===== config.mk =====
export PLATFORM = sky130hd
export DESIGN_NAME = ffba_ctrl
export DESIGN_NICKNAME = d
export VERILOG_FILES = /design/src/hw/rtl/ffba_pkg.sv /design/src/hw/rtl/ffba_ctrl.sv
export VERILOG_INCLUDE_DIRS = /design/src /design/src/hw/rtl
export SDC_FILE = /design/constraint.sdc
export NUM_CORES = 1
export LEC_CHECK = 0
export BUFFER_PORTS_ARGS = -buffer_cell sky130_fd_sc_hd__buf_2
export CAP_MARGIN = 20
export CORE_ASPECT_RATIO = 0.8
export CORE_UTILIZATION = 46
export CTS_CLUSTER_SIZE = 40
export DETAILED_ROUTE_END_ITERATION = 8
export PLACE_DENSITY = 0.79
export SLEW_MARGIN = 20
export SYNTH_ARGS = -nofsm -noshare
export SYNTH_HDL_FRONTEND = slang
export SYNTH_SLANG_ARGS = --single-unit

===== constraint.sdc =====
create_clock -name clk -period 3.8 [get_ports clk]
set_input_delay 0.57 -clock clk [delete_from_list [all_inputs] [get_ports clk]]
set_output_delay 0.57 -clock clk [all_outputs]
set_load 0.01 [all_outputs]

===== src/hw/rtl/first_fit_block_allocator_macros.svh =====
// Assertion macros shared by the allocator RTL.
// No dependencies; included by the controller and datapath modules.
`ifndef FIRST_FIT_BLOCK_ALLOCATOR_MACROS_SVH
`define FIRST_FIT_BLOCK_ALLOCATOR_MACROS_SVH

// same-cycle implication, checked out of reset
`define FFBA_ASSERT_IMP(lbl, clk, rst_n, ante, cons, msg) \
	lbl: assert property (@(posedge clk) disable iff (!rst_n) (ante) |-> (cons)) \
	else $error(msg);

// next-cycle implication, checked out of reset
`define FFBA_ASSERT_NXT(lbl, clk, rst_n, ante, cons, msg) \
	lbl: assert property (@(posedge clk) disable iff (!rst_n) (ante) |=> (cons)) \
	else $error(msg);

`endif


===== src/hw/rtl/ffba_pkg.sv =====
// Shared types, codes and default sizes for the first-fit block allocator.
// No dependencies; used by ffba_ctrl, ffba_dp and the top level.
`timescale 1ns / 1ps
package ffba_pkg;

	localparam int ARENA_BYTES_DEF  = 65536;
	localparam int MAX_BLOCKS_DEF   = 1024;
	localparam int HEADER_BYTES_DEF = 16;
	localparam int ALIGN_BYTES      = 8;

	localparam logic [1:0] OP_ALLOC  = 2'd0;
	localparam logic [1:0] OP_FREE   = 2'd1;
	localparam logic [1:0] OP_RESIZE = 2'd2;

	localparam logic [1:0] ST_OK         = 2'd0;
	localparam logic [1:0] ST_NO_SPACE   = 2'd1;
	localparam logic [1:0] ST_NOT_FOUND  = 2'd2;
	localparam logic [1:0] ST_TABLE_FULL = 2'd3;

	// index register updates
	localparam logic [2:0] IDX_HOLD  = 3'd0;
	localparam logic [2:0] IDX_ZERO  = 3'd1;
	localparam logic [2:0] IDX_INC   = 3'd2;
	localparam logic [2:0] IDX_DEC   = 3'd3;
	localparam logic [2:0] IDX_TOTAL = 3'd4;
	localparam logic [2:0] IDX_SLOT1 = 3'd5;

	// table read address select
	localparam logic [2:0] RD_IDX   = 3'd0;
	localparam logic [2:0] RD_IDXM1 = 3'd1;
	localparam logic [2:0] RD_IDXP1 = 3'd2;
	localparam logic [2:0] RD_SLOT1 = 3'd3;
	localparam logic [2:0] RD_OLD   = 3'd4;

	// table write select
	localparam logic [2:0] WR_COPY  = 3'd0;
	localparam logic [2:0] WR_TAIL  = 3'd1;
	localparam logic [2:0] WR_HEAD  = 3'd2;
	localparam logic [2:0] WR_TAKE  = 3'd3;
	localparam logic [2:0] WR_CLR   = 3'd4;
	localparam logic [2:0] WR_MERGE = 3'd5;
	localparam logic [2:0] WR_CLROLD = 3'd6;

	// response select
	localparam logic [1:0] RES_STATUS = 2'd0;
	localparam logic [1:0] RES_SLOT   = 2'd1;
	localparam logic [1:0] RES_ADDR   = 2'd2;
	localparam logic [1:0] RES_MOVED  = 2'd3;

	typedef struct packed {
		logic [1:0]  operation;
		logic [16:0] request_size;
		logic [15:0] block_address;
	} req_t;

	typedef struct packed {
		logic [15:0] result_address;
		logic [1:0]  status;
		logic        moved;
		logic [15:0] old_address;
		logic [16:0] copy_length;
	} rsp_t;

	typedef struct packed {
		logic [15:0] start;
		logic [16:0] bytes;
		logic        used;
	} ent_t;

	typedef struct packed {
		logic       load_req;
		logic [2:0] idx_op;
		logic [2:0] rd_sel;
		logic       wr_en;
		logic [2:0] wr_sel;
		logic       hit_cap;
		logic       mode_fit;
		logic       total_inc;
		logic       total_dec;
		logic       old_save;
		logic       old_adj;
		logic       res_load;
		logic [1:0] res_sel;
		logic [1:0] res_status;
	} cmd_t;

	typedef struct packed {
		logic [1:0] op;
		logic       addr_zero;
		logic       idx_end;
		logic       hit;
		logic       need_split;
		logic       table_full;
		logic       keep;
		logic       has_next;
		logic       merge_ok;
		logic       up_more;
		logic       dn_more;
	} sts_t;

endpackage


===== src/hw/rtl/ffba_ctrl.sv =====
// Sequencer for the allocator: walks scan, shift, split, merge and relocate steps.
// Depends on ffba_pkg and first_fit_block_allocator_macros.svh.
`timescale 1ns / 1ps
`include "first_fit_block_allocator_macros.svh"
module ffba_ctrl (
	input  logic            clk,
	input  logic            arst_n,
	input  logic            req_valid,
	output logic            req_ready,
	output logic            rsp_valid,
	input  logic            rsp_ready,
	input  ffba_pkg::sts_t  sts,
	output ffba_pkg::cmd_t  cmd
);

	localparam logic [4:0] S_IDLE   = 5'd0;
	localparam logic [4:0] S_DISP   = 5'd1;
	localparam logic [4:0] S_SCAN   = 5'd2;
	localparam logic [4:0] S_CHECK  = 5'd3;
	localparam logic [4:0] S_HIT    = 5'd4;
	localparam logic [4:0] S_UP     = 5'd5;
	localparam logic [4:0] S_UP_WR  = 5'd6;
	localparam logic [4:0] S_HEAD   = 5'd7;
	localparam logic [4:0] S_POST   = 5'd8;
	localparam logic [4:0] S_OLD_RD = 5'd9;
	localparam logic [4:0] S_OLD_WR = 5'd10;
	localparam logic [4:0] S_NEXT   = 5'd11;
	localparam logic [4:0] S_RELOC  = 5'd12;
	localparam logic [4:0] S_DN     = 5'd13;
	localparam logic [4:0] S_DN_WR  = 5'd14;
	localparam logic [4:0] S_DONE   = 5'd15;

	logic [4:0] state_q, state_d;
	logic       fit_q, fit_d;
	logic       reloc_q, reloc_d;
	logic [1:0] sel_q, sel_d;
	logic [1:0] st_q, st_d;
	logic       rsp_valid_q;
	logic       out_free;

	assign out_free  = !rsp_valid_q || rsp_ready;
	assign req_ready = (state_q == S_IDLE);
	assign rsp_valid = rsp_valid_q;

	always_comb begin
		state_d = state_q;
		fit_d   = fit_q;
		reloc_d = reloc_q;
		sel_d   = sel_q;
		st_d    = st_q;
		cmd     = '0;
		cmd.mode_fit = fit_q;
		unique case (state_q)
			S_IDLE: begin
				if (req_valid) begin
					cmd.load_req = 1'b1;
					state_d = S_DISP;
				end
			end
			S_DISP: begin
				cmd.idx_op = ffba_pkg::IDX_ZERO;
				reloc_d = 1'b0;
				state_d = S_SCAN;
				if (sts.op == ffba_pkg::OP_ALLOC ||
						(sts.op == ffba_pkg::OP_RESIZE && sts.addr_zero)) begin
					fit_d = 1'b1;
				end else if (sts.op == ffba_pkg::OP_FREE || sts.op == ffba_pkg::OP_RESIZE) begin
					fit_d = 1'b0;
					if (sts.op == ffba_pkg::OP_FREE && sts.addr_zero) begin
						sel_d = ffba_pkg::RES_STATUS;
						st_d = ffba_pkg::ST_OK;
						state_d = S_DONE;
					end
				end else begin
					sel_d = ffba_pkg::RES_STATUS;
					st_d = ffba_pkg::ST_OK;
					state_d = S_DONE;
				end
			end
			S_SCAN: begin
				if (sts.idx_end) begin
					sel_d = ffba_pkg::RES_STATUS;
					st_d = fit_q ? ffba_pkg::ST_NO_SPACE : ffba_pkg::ST_NOT_FOUND;
					state_d = S_DONE;
				end else begin
					cmd.rd_sel = ffba_pkg::RD_IDX;
					state_d = S_CHECK;
				end
			end
			S_CHECK: begin
				if (sts.hit) begin
					cmd.hit_cap = 1'b1;
					state_d = S_HIT;
				end else begin
					cmd.idx_op = ffba_pkg::IDX_INC;
					state_d = S_SCAN;
				end
			end
			S_HIT: begin
				if (fit_q) begin
					if (sts.need_split) begin
						if (sts.table_full) begin
							sel_d = ffba_pkg::RES_STATUS;
							st_d = ffba_pkg::ST_TABLE_FULL;
							state_d = S_DONE;
						end else begin
							cmd.idx_op = ffba_pkg::IDX_TOTAL;
							state_d = S_UP;
						end
					end else begin
						cmd.wr_en = 1'b1;
						cmd.wr_sel = ffba_pkg::WR_TAKE;
						state_d = S_POST;
					end
				end else if (sts.op == ffba_pkg::OP_FREE) begin
					cmd.wr_en = 1'b1;
					cmd.wr_sel = ffba_pkg::WR_CLR;
					sel_d = ffba_pkg::RES_STATUS;
					st_d = ffba_pkg::ST_OK;
					state_d = S_DONE;
				end else if (sts.keep) begin
					sel_d = ffba_pkg::RES_ADDR;
					state_d = S_DONE;
				end else if (sts.has_next) begin
					cmd.rd_sel = ffba_pkg::RD_SLOT1;
					state_d = S_NEXT;
				end else begin
					state_d = S_RELOC;
				end
			end
			S_UP: begin
				if (sts.up_more) begin
					cmd.rd_sel = ffba_pkg::RD_IDXM1;
					state_d = S_UP_WR;
				end else begin
					cmd.wr_en = 1'b1;
					cmd.wr_sel = ffba_pkg::WR_TAIL;
					state_d = S_HEAD;
				end
			end
			S_UP_WR: begin
				cmd.wr_en = 1'b1;
				cmd.wr_sel = ffba_pkg::WR_COPY;
				cmd.idx_op = ffba_pkg::IDX_DEC;
				state_d = S_UP;
			end
			S_HEAD: begin
				cmd.wr_en = 1'b1;
				cmd.wr_sel = ffba_pkg::WR_HEAD;
				cmd.total_inc = 1'b1;
				state_d = S_POST;
			end
			S_POST: begin
				if (reloc_q) begin
					cmd.old_adj = 1'b1;
					state_d = S_OLD_RD;
				end else begin
					sel_d = ffba_pkg::RES_SLOT;
					state_d = S_DONE;
				end
			end
			S_OLD_RD: begin
				cmd.rd_sel = ffba_pkg::RD_OLD;
				state_d = S_OLD_WR;
			end
			S_OLD_WR: begin
				cmd.wr_en = 1'b1;
				cmd.wr_sel = ffba_pkg::WR_CLROLD;
				sel_d = ffba_pkg::RES_MOVED;
				state_d = S_DONE;
			end
			S_NEXT: begin
				if (sts.merge_ok) begin
					cmd.wr_en = 1'b1;
					cmd.wr_sel = ffba_pkg::WR_MERGE;
					cmd.idx_op = ffba_pkg::IDX_SLOT1;
					state_d = S_DN;
				end else begin
					state_d = S_RELOC;
				end
			end
			S_RELOC: begin
				cmd.old_save = 1'b1;
				cmd.idx_op = ffba_pkg::IDX_ZERO;
				fit_d = 1'b1;
				reloc_d = 1'b1;
				state_d = S_SCAN;
			end
			S_DN: begin
				if (sts.dn_more) begin
					cmd.rd_sel = ffba_pkg::RD_IDXP1;
					state_d = S_DN_WR;
				end else begin
					cmd.total_dec = 1'b1;
					sel_d = ffba_pkg::RES_ADDR;
					state_d = S_DONE;
				end
			end
			S_DN_WR: begin
				cmd.wr_en = 1'b1;
				cmd.wr_sel = ffba_pkg::WR_COPY;
				cmd.idx_op = ffba_pkg::IDX_INC;
				state_d = S_DN;
			end
			S_DONE: begin
				if (out_free) begin
					cmd.res_load = 1'b1;
					state_d = S_IDLE;
				end
			end
			default: begin
				state_d = S_IDLE;
			end
		endcase
		cmd.res_sel = sel_q;
		cmd.res_status = st_q;
	end

	always_ff @(posedge clk or negedge arst_n) begin
		if (!arst_n) begin
			state_q <= S_IDLE;
			fit_q <= 1'b0;
			reloc_q <= 1'b0;
			sel_q <= ffba_pkg::RES_STATUS;
			st_q <= ffba_pkg::ST_OK;
			rsp_valid_q <= 1'b0;
		end else begin
			state_q <= state_d;
			fit_q <= fit_d;
			reloc_q <= reloc_d;
			sel_q <= sel_d;
			st_q <= st_d;
			if (cmd.res_load) begin
				rsp_valid_q <= 1'b1;
			end else if (rsp_ready) begin
				rsp_valid_q <= 1'b0;
			end
		end
	end

	`FFBA_ASSERT_NXT(a_accept_leaves_idle, clk, arst_n, req_valid && req_ready, state_q != S_IDLE, "accepted transaction did not start")
	`FFBA_ASSERT_IMP(a_idle_no_write, clk, arst_n, state_q == S_IDLE, !cmd.wr_en, "table write while idle")
	`FFBA_ASSERT_IMP(a_load_when_free, clk, arst_n, cmd.res_load, out_free, "response overwritten before taken")

endmodule


* Word-level counts from Yosys, hierarchy flattened
Index checks and enable logic that the tools add are counted.
** Cells by class
- Eq/ne operators :: 29
- Mux-type cells :: 74
- Reductions and logical operators :: 18
** Operator list (number)
- 5-bit case mux with 16 select lines :: 1
- 2-bit two-way mux :: 23
- 5-bit by 4-bit equality test with 1-bit output (second input constant) :: 8
- 5-bit two-way mux :: 8
- 4-bit two-way mux :: 8
- 4-bit case mux with 6 select lines :: 1
- 3-bit two-way mux :: 7
- 5-bit by 3-bit equality test with 1-bit output (second input constant) :: 4
- 1-bit two-way mux :: 20
- 3-bit case mux with 6 select lines :: 1
- 3-bit inequality test (second input constant) :: 5
- 2-bit inequality test (second input constant) :: 6
- 2-bit case mux with 6 select lines :: 1
- 3-bit case mux with 4 select lines :: 1
- 5-bit by 2-bit equality test with 1-bit output (second input constant) :: 2
- 9-bit AND reduction :: 1
- 7-bit AND reduction :: 1
- 2-bit case mux with 3 select lines :: 1
- 6-bit nonzero test :: 1
- 5-bit by 1-bit equality test with 1-bit output (second input constant) :: 1
- 5-bit logical NOT :: 1
- 4-bit inequality test (second input constant) :: 1
- 1-bit case mux with 2 select lines :: 2
- 2-bit AND reduction :: 2
- other kinds (9) :: 14
** Word-level totals
- Register bits after elaboration :: 12
- Input port bits :: 16

* Logic depth before layout (Yosys ltp)
Gate-level depths: netlist of run 1.
- Depth in word-level cells :: 6
- Depth in mapped cells :: 6

* Worst setup path before layout of run 1
Ideal clock, no wire load.
- Path type :: input-to-output
- Start point :: in sts[4] in the netlist's numbering
- End point :: out cmd[16] in the netlist's numbering
- Stages on the path :: 4
- Slack :: 1613 ps
- Arrival time :: 1617 ps
- Cell sequence :: or2_1 > or3b_1 > or2_0 > a21oi_1
** RTL lines
- start, declared :: RTL line ffba_ctrl.sv:12 : input ffba_pkg::sts_t sts,
- end, declared :: RTL line ffba_ctrl.sv:13 : output ffba_pkg::cmd_t cmd

==> impl_metrics.toml, run 1 <==
[critical_path]
cp.required_ns = 3.23
crit_path_start_kind = "flip-flop"
critical_path_class = "reg -> out"
cp-end-kind = "output port"
r2r-start = "state_q[3]$_DFFE_PN0P_"
cp_max_fo = 25
r2r-end = "st_q[1]$_DFFE_PN0P_"
slowest_delay_ns = 0.76
worstRegToRegCells = 4
rrSetupSlack_ns = 1.74
crit_slowest_cell = "dfrtp_1"
crit_arrival_ns = 2.26
crit_chain = "or2_2 -> o21ai_0 -> a21boi_0 -> or3b_2 -> buf_2"

[place]
io_buffer_count = 39
hpwl_mm = 2.68
gp_congestion = 0.912

[cts]
clk_pin_slew_ns = 0.07
cts_setup_buffers = 0
clock_path_buffers = 2
cts.sinks = 11
htreeDepth = 1
cts-root-buf = "clkbuf_4"
clock_latency_ns = 0.28
cts_tree = "built"
postCtsHoldBufs = 0
cts_made_buffers = 3
post_cts_resized = 0

[sta]
timing.fmax_mhz = 353
worst_pin_slew_ns = 0.820
final_hold_viol_count = 0
setup_viol = 0
slew_violations = 0
finClkSkew_ns = 0.00524
rsz0062_at_grt = "false"
period_share_pct = 74.6
worst_slew_margin_rel_pct = 44.6
min_period_ns = 2.83
fin_setup_tns_ns = 0

[global_routing]
grt_usage_pct = 25.8
use_met2_pct = 38.2
met3_usage_pct = 2.43
grt_antenna_before_repair = 0
grt_pass1_wl_mm = 5.33
gr-usage-met1_pct = 37.3
grt_pass1_vias = 1084
grt_remaining_overflow = 0
grt_max_degree = 31
busiest_layer = "met2"

[layout]
fillCellCount = 228
seq_area_um2 = 275
n_antenna_cell = 0
area_growth_pct = 16.4
multiInputGateArea_um2 = 827
post-route-util_pct = 57.1
finish.net_count = 207
drive_gt1_share_pct = 26.3

[pwr]
pwr-share-comb_pct = 67.1
power.switching_uw = 624
switching_share_pct = 52.9
power.static_leakage_uw = 0.000648
seqPwrFrac_pct = 26.0
powerDensity_nw_per_um2 = 839
power.clock.fraction_pct = 6.9
max-vdd-ir-drop_mv = 0.367
intPower_uw = 556

[floorplan]
design.die.area_um2 = 2840
core_um2 = 2460
die_y_um = 47.8
fp.dieW_um = 59.3
start_util_pct = 49.1
io_pins = 40
row_count = 16

[drt]
wl_mm = 3.49
num_vias = 1342
dr.first_iter.drc_count = 53
dr.pass1.iters = 5
ant_nets = 0
post_drt_wl_per_cell_um = 15.4
drc = 0
routed_via_density = 5.94

[logic_synthesis]
synthArstFlopShare_pct = 100
synth_top_area_share_pct = 22.8
synth_area_leader_cell = "dfrtp_1"
yosysMostFrequentCell = "o21ai_0"
syn_area_um2 = 1210
syn_inst = 159
ys_ff_latch = 11
seq_area_frac_synth_pct = 22.8
synthTopCellsByArea = "dfrtp_1, o21ai_0, a21oi_1"
syn-num-nets = 175
ys.flop_type = "dfrtp_1"
synth_edf_count = 0
synth_top_cells_by_count = "o21ai_0, dfrtp_1, a21oi_1, nor2_1"
syn_avg_cell_area_um2 = 7.60
yosysWarnings = 0
yosys.cell_types.count = 52

[run_status]
status = "finished clean"

[flow_run]
maxCapViolations = 0

[min_path]
min_path_type = "in -> async"
==> worst max-delay path: cells and delay by family (launching register included) <==
family	cells	cell delay (ns)
DFF	1	0.76
and+or+nand+nor	2	0.73
buffers and inverters	1	0.15
AOI/OAI and AO/OA	2	0.35
==> stage by stage <==
stage | total power, µW | setup slack [ns] | cells | instance area [µm²] | hold WS, ns
after floorplan | 892 | 1.61 | 159 | 1210 | 0.274
after global placement | 1070 | 1.37 | 222 | 1380 | 0.447
after detailed placement | 1080 | 1.32 | 222 | 1380 | 0.450
after CTS | 1170 | 1.01 | 226 | 1410 | 0.149
after global routing | 1280 | 0.849 | 226 | 1410 | 0.167
final | 1180 | 0.966 | 226 | 1410 | 0.143
==> metal layers <==
metal,vias to the layer above,wire length [µm]
met2,70,1500
met5,-,0
met4,0,101
met1,613,1610
li1,650,-
met3,9,281
==> power by group through the flow <==
| stage | combinational (µW) | clock (µW) | sequential, µW |
|---|---|---|---|
| 6_report | 792 | 81.6 | 306 |
| 5_1_grt | 880 | 87.4 | 317 |
| 4_1_cts | 783 | 84.8 | 301 |
| 3_5_place_dp | 778 | 0 | 304 |
| 3_3_place_gp | 777 | 0 | 297 |
| 2_1_floorplan | 669 | 0 | 222 |
==> worst max path at each step <==
stage | from | endpoint | slack (ns) | cells after the start
floorplan | sts[4] | cmd[16] | 1.61 | 4
global placement | state_q[1]$_DFFE_PN0P_ | cmd[14] | 1.37 | 5
detailed placement | state_q[3]$_DFFE_PN0P_ | cmd[14] | 1.32 | 5
CTS | state_q[3]$_DFFE_PN0P_ | cmd[14] | 1.01 | 5
global route | state_q[3]$_DFFE_PN0P_ | cmd[14] | 0.85 | 5
finish | state_q[3]$_DFFE_PN0P_ | cmd[14] | 0.97 | 5
==> cells in the final DEF (no fill, tap or decap), types with 5 or more instances in the layout <==
cell type	instances
nand2b_1	6
nor3_1	6
nand2_1	8
buf_2	39
nand3_1	6
nor2_1	10
inv_1	8
nor2b_1	5
o21ai_0	15
dfrtp_1	11
a21oi_1	10
==> cell families (layout without fill, tap and decap cells) <==
kind of cell / count (synthesis) / count (layout) / synth area share [%]
simple gates: 68 / 68 / 33.4
compound gates: 57 / 57 / 33.3
buf+inv: 21 / 52 / 8.80
flops: 11 / 11 / 22.8
xor+xnor: 1 / 1 / 0.725
mux: 1 / 1 / 0.932
==> sequential cells by signal (all words and copies together), names as in the netlist <==
| signal | flops |
|---|---|
| sel_q | 2 |
| rsp_valid | 1 |
| fit_q | 1 |
| st_q | 2 |
| state_q | 4 |
| reloc_q | 1 |
==> layout make-up <==
type,instances,share of cell area [%]
inverters,8,2.14
multi-input cells,127,58.8
clock buffers,4,1.87
flip-flops and latches,11,19.6
well taps,36,3.20
repair buffers,40,14.4
No activity file was read; power rests on OpenSTA's default activity.
==> run 2: changes to the inputs <==
- ABC_AREA: not set -> 1
- CORE_UTILIZATION: 46 -> 43
- PLACE_DENSITY: 0.79 -> 0.8
- clock period: 3.8 -> 2.4 ns (I/O delays scaled with it)
==> run 2 against run 1 <==
Critical path depth increased by 1. Utilization about the same. Highest routed layer unchanged. Worst hold slack improved by 0.13 ns. Total power increased by 29%.
==> impl_metrics.toml, run 2 <==
[floorplan]
design.die.area_um2 = 2540
start_util_pct = 46.2
io_pins = 40
core_um2 = 2180
fp.dieW_um = 56.1
row_count = 15
die_y_um = 45.3

[logic_synthesis]
yosysWarnings = 0
yosysMostFrequentCell = "nand2_1"
seq_area_frac_synth_pct = 27.4
syn-num-nets = 191
syn_inst = 175
syn_area_um2 = 1010
synthArstFlopShare_pct = 100
ys.flop_type = "dfrtp_1"
yosys.cell_types.count = 20
synth_top_area_share_pct = 27.4
synth_area_leader_cell = "dfrtp_1"
synthTopCellsByArea = "dfrtp_1, nand2_1, inv_1"
synth_top_cells_by_count = "nand2_1, inv_1, nor2_1"
syn_avg_cell_area_um2 = 5.75
synth_edf_count = 0
ys_ff_latch = 11

[drt]
wl_mm = 2.93
dr.first_iter.drc_count = 90
dr.pass1.iters = 7
post_drt_wl_per_cell_um = 12.2
routed_via_density = 5.27
num_vias = 1270
drc = 0
ant_nets = 0

[min_path]
hold_end = "rsp_valid$_DFFE_PN0P_"
min_path_cells = 2
min_path_type = "in -> reg"
hold_path_startpoint = "rsp_ready"

[cts]
clock_latency_ns = 0.27
htreeDepth = 1
clock_path_buffers = 2
cts.sinks = 11
post_cts_resized = 0
clk_pin_slew_ns = 0.08
cts_tree = "built"
postCtsHoldBufs = 1
cts_made_buffers = 3
cts-root-buf = "clkbuf_4"
cts_setup_buffers = 0

[global_routing]
grt_remaining_overflow = 0
grt_usage_pct = 25.2
grt_antenna_before_repair = 0
grt_max_degree = 12
grt_pass1_wl_mm = 4.82
grt_pass1_vias = 1095

[layout]
post-route-util_pct = 57.1
layout.cells.most_common = "nand2_1"
fillCellCount = 242
top_register = "state_q"
layout_common_cells = "nand2_1, buf_2, inv_1, nor2_1, nand3_1"
area_growth_pct = 23.6
finish.net_count = 233
top_regs = "state_q (4), sel_q (2), st_q (2)"
n_antenna_cell = 0
largest_reg_flops = 4
drive_gt1_share_pct = 23.6

[critical_path]
r2r-end = "st_q[1]$_DFFE_PN0P_"
crit_slowest_cell = "dfrtp_1"
cp.required_ns = 2.04
cp-startpoint = "state_q[3]$_DFFE_PN0P_"
crit_arrival_ns = 1.74
critical-path-top-delay-family = "simple AND/OR/NAND/NOR gates"
slowest_delay_ns = 0.43
crit_path_start_kind = "flip-flop"
worstRegToRegCells = 7
cp_max_fo = 11
crit_chain = "inv_1 -> nand2_1 -> nor2_2 -> nand4_1 -> nand4_1 -> buf_2"
rrSetupSlack_ns = 0.77
cp-end-kind = "output port"
crit_top_cell = "nand4_1"
r2r-start = "state_q[2]$_DFFE_PN0P_"
crit_buf_inv = 2
critical_path_class = "reg -> out"

[pwr]
powerDensity_nw_per_um2 = 1230
power.static_leakage_uw = 0.000803
max-vdd-ir-drop_mv = 0.701

[sta]
setup_viol = 0
worst_pin_slew_ns = 0.426
period_share_pct = 87.6
fin_setup_tns_ns = 0
min_period_ns = 2.10
rsz0062_at_grt = "false"
slew_violations = 0
final_hold_viol_count = 0
timing.fmax_mhz = 476
worst_slew_margin_rel_pct = 71.5
finClkSkew_ns = 0.00491

[flow_run]
maxCapViolations = 0

[place]
gp_congestion = 0.892
io_buffer_count = 39
hpwl_mm = 2.45

[run_status]
status = "finished clean"
-- run 2: how the worst max path moves through the flow --
stage | slack (ns) | endpoint | cells after the start
finish | 0.30 | cmd[14] | 6
global route | 0.16 | cmd[14] | 6
CTS | 0.30 | cmd[14] | 6
detailed placement | 0.62 | cmd[14] | 6
global placement | 0.67 | cmd[14] | 6
floorplan | 0.90 | cmd[20] | 3
-- run 2: final cells by class --
| class | instances | area, µm² | share of cell area [%] |
|---|---|---|---|
| clock buffer | 3 | 22.5 | 1.81 |
| clock inverter | 1 | 5.00 | 0.402 |
| inverter | 29 | 109 | 8.75 |
| multi-input combinational | 132 | 596 | 47.9 |
| sequential | 11 | 275 | 22.1 |
| tap | 25 | 31.3 | 2.52 |
| timing repair buffer | 40 | 205 | 16.5 |
-- run 2: report_power, final --
part           leakage [µW]  switching (µW)  internal, µW  total (µW)
Clock             0.0000177            72.5          61.7         134
Combinational      0.000646             682           346        1030
Sequential         0.000139            89.3           273         362
-- run 2: stage by stage --
| step | cells | hold slack (ns) | setup slack, ns | cell area [µm²] | power (µW) |
|---|---|---|---|---|---|
| 6_report | 241 | 0.276 | 0.298 | 1240 | 1520 |
| 5_1_grt | 241 | 0.279 | 0.157 | 1240 | 1680 |
| 4_1_cts | 241 | 0.268 | 0.299 | 1240 | 1520 |
| 3_5_place_dp | 236 | 0.247 | 0.616 | 1210 | 1380 |
| 3_3_place_gp | 236 | 0.238 | 0.670 | 1210 | 1370 |
| 2_1_floorplan | 175 | 0.0644 | 0.897 | 1010 | 1080 |
-- run 2: logic make-up after synthesis --
group,Yosys count,share of synthesized area (%)
simple gates,114,49.6
flops,11,27.4
compound gates,18,9.58
buf+inv,32,13.4
-- run 2: layer usage --
layer  global-route usage [%]  vias to the layer above  share of wire, %
met4                     7.32                        0               2.7
met5                        0                        -                 0
met3                     6.30                       12                12
met2                     38.8                       78                39
li1                         -                      638                 -
met1                     35.3                      542                46
-- run 2: worst register-to-register path, cell delays in order (launching register included) --
cell,delay (ns)
dfrtp_1,0.46
nor2_1,0.39
nand2_1,0.20
nor2_1,0.18
a21oi_1,0.08
nand2_1,0.13
nand2_1,0.06
nand2_1,0.08
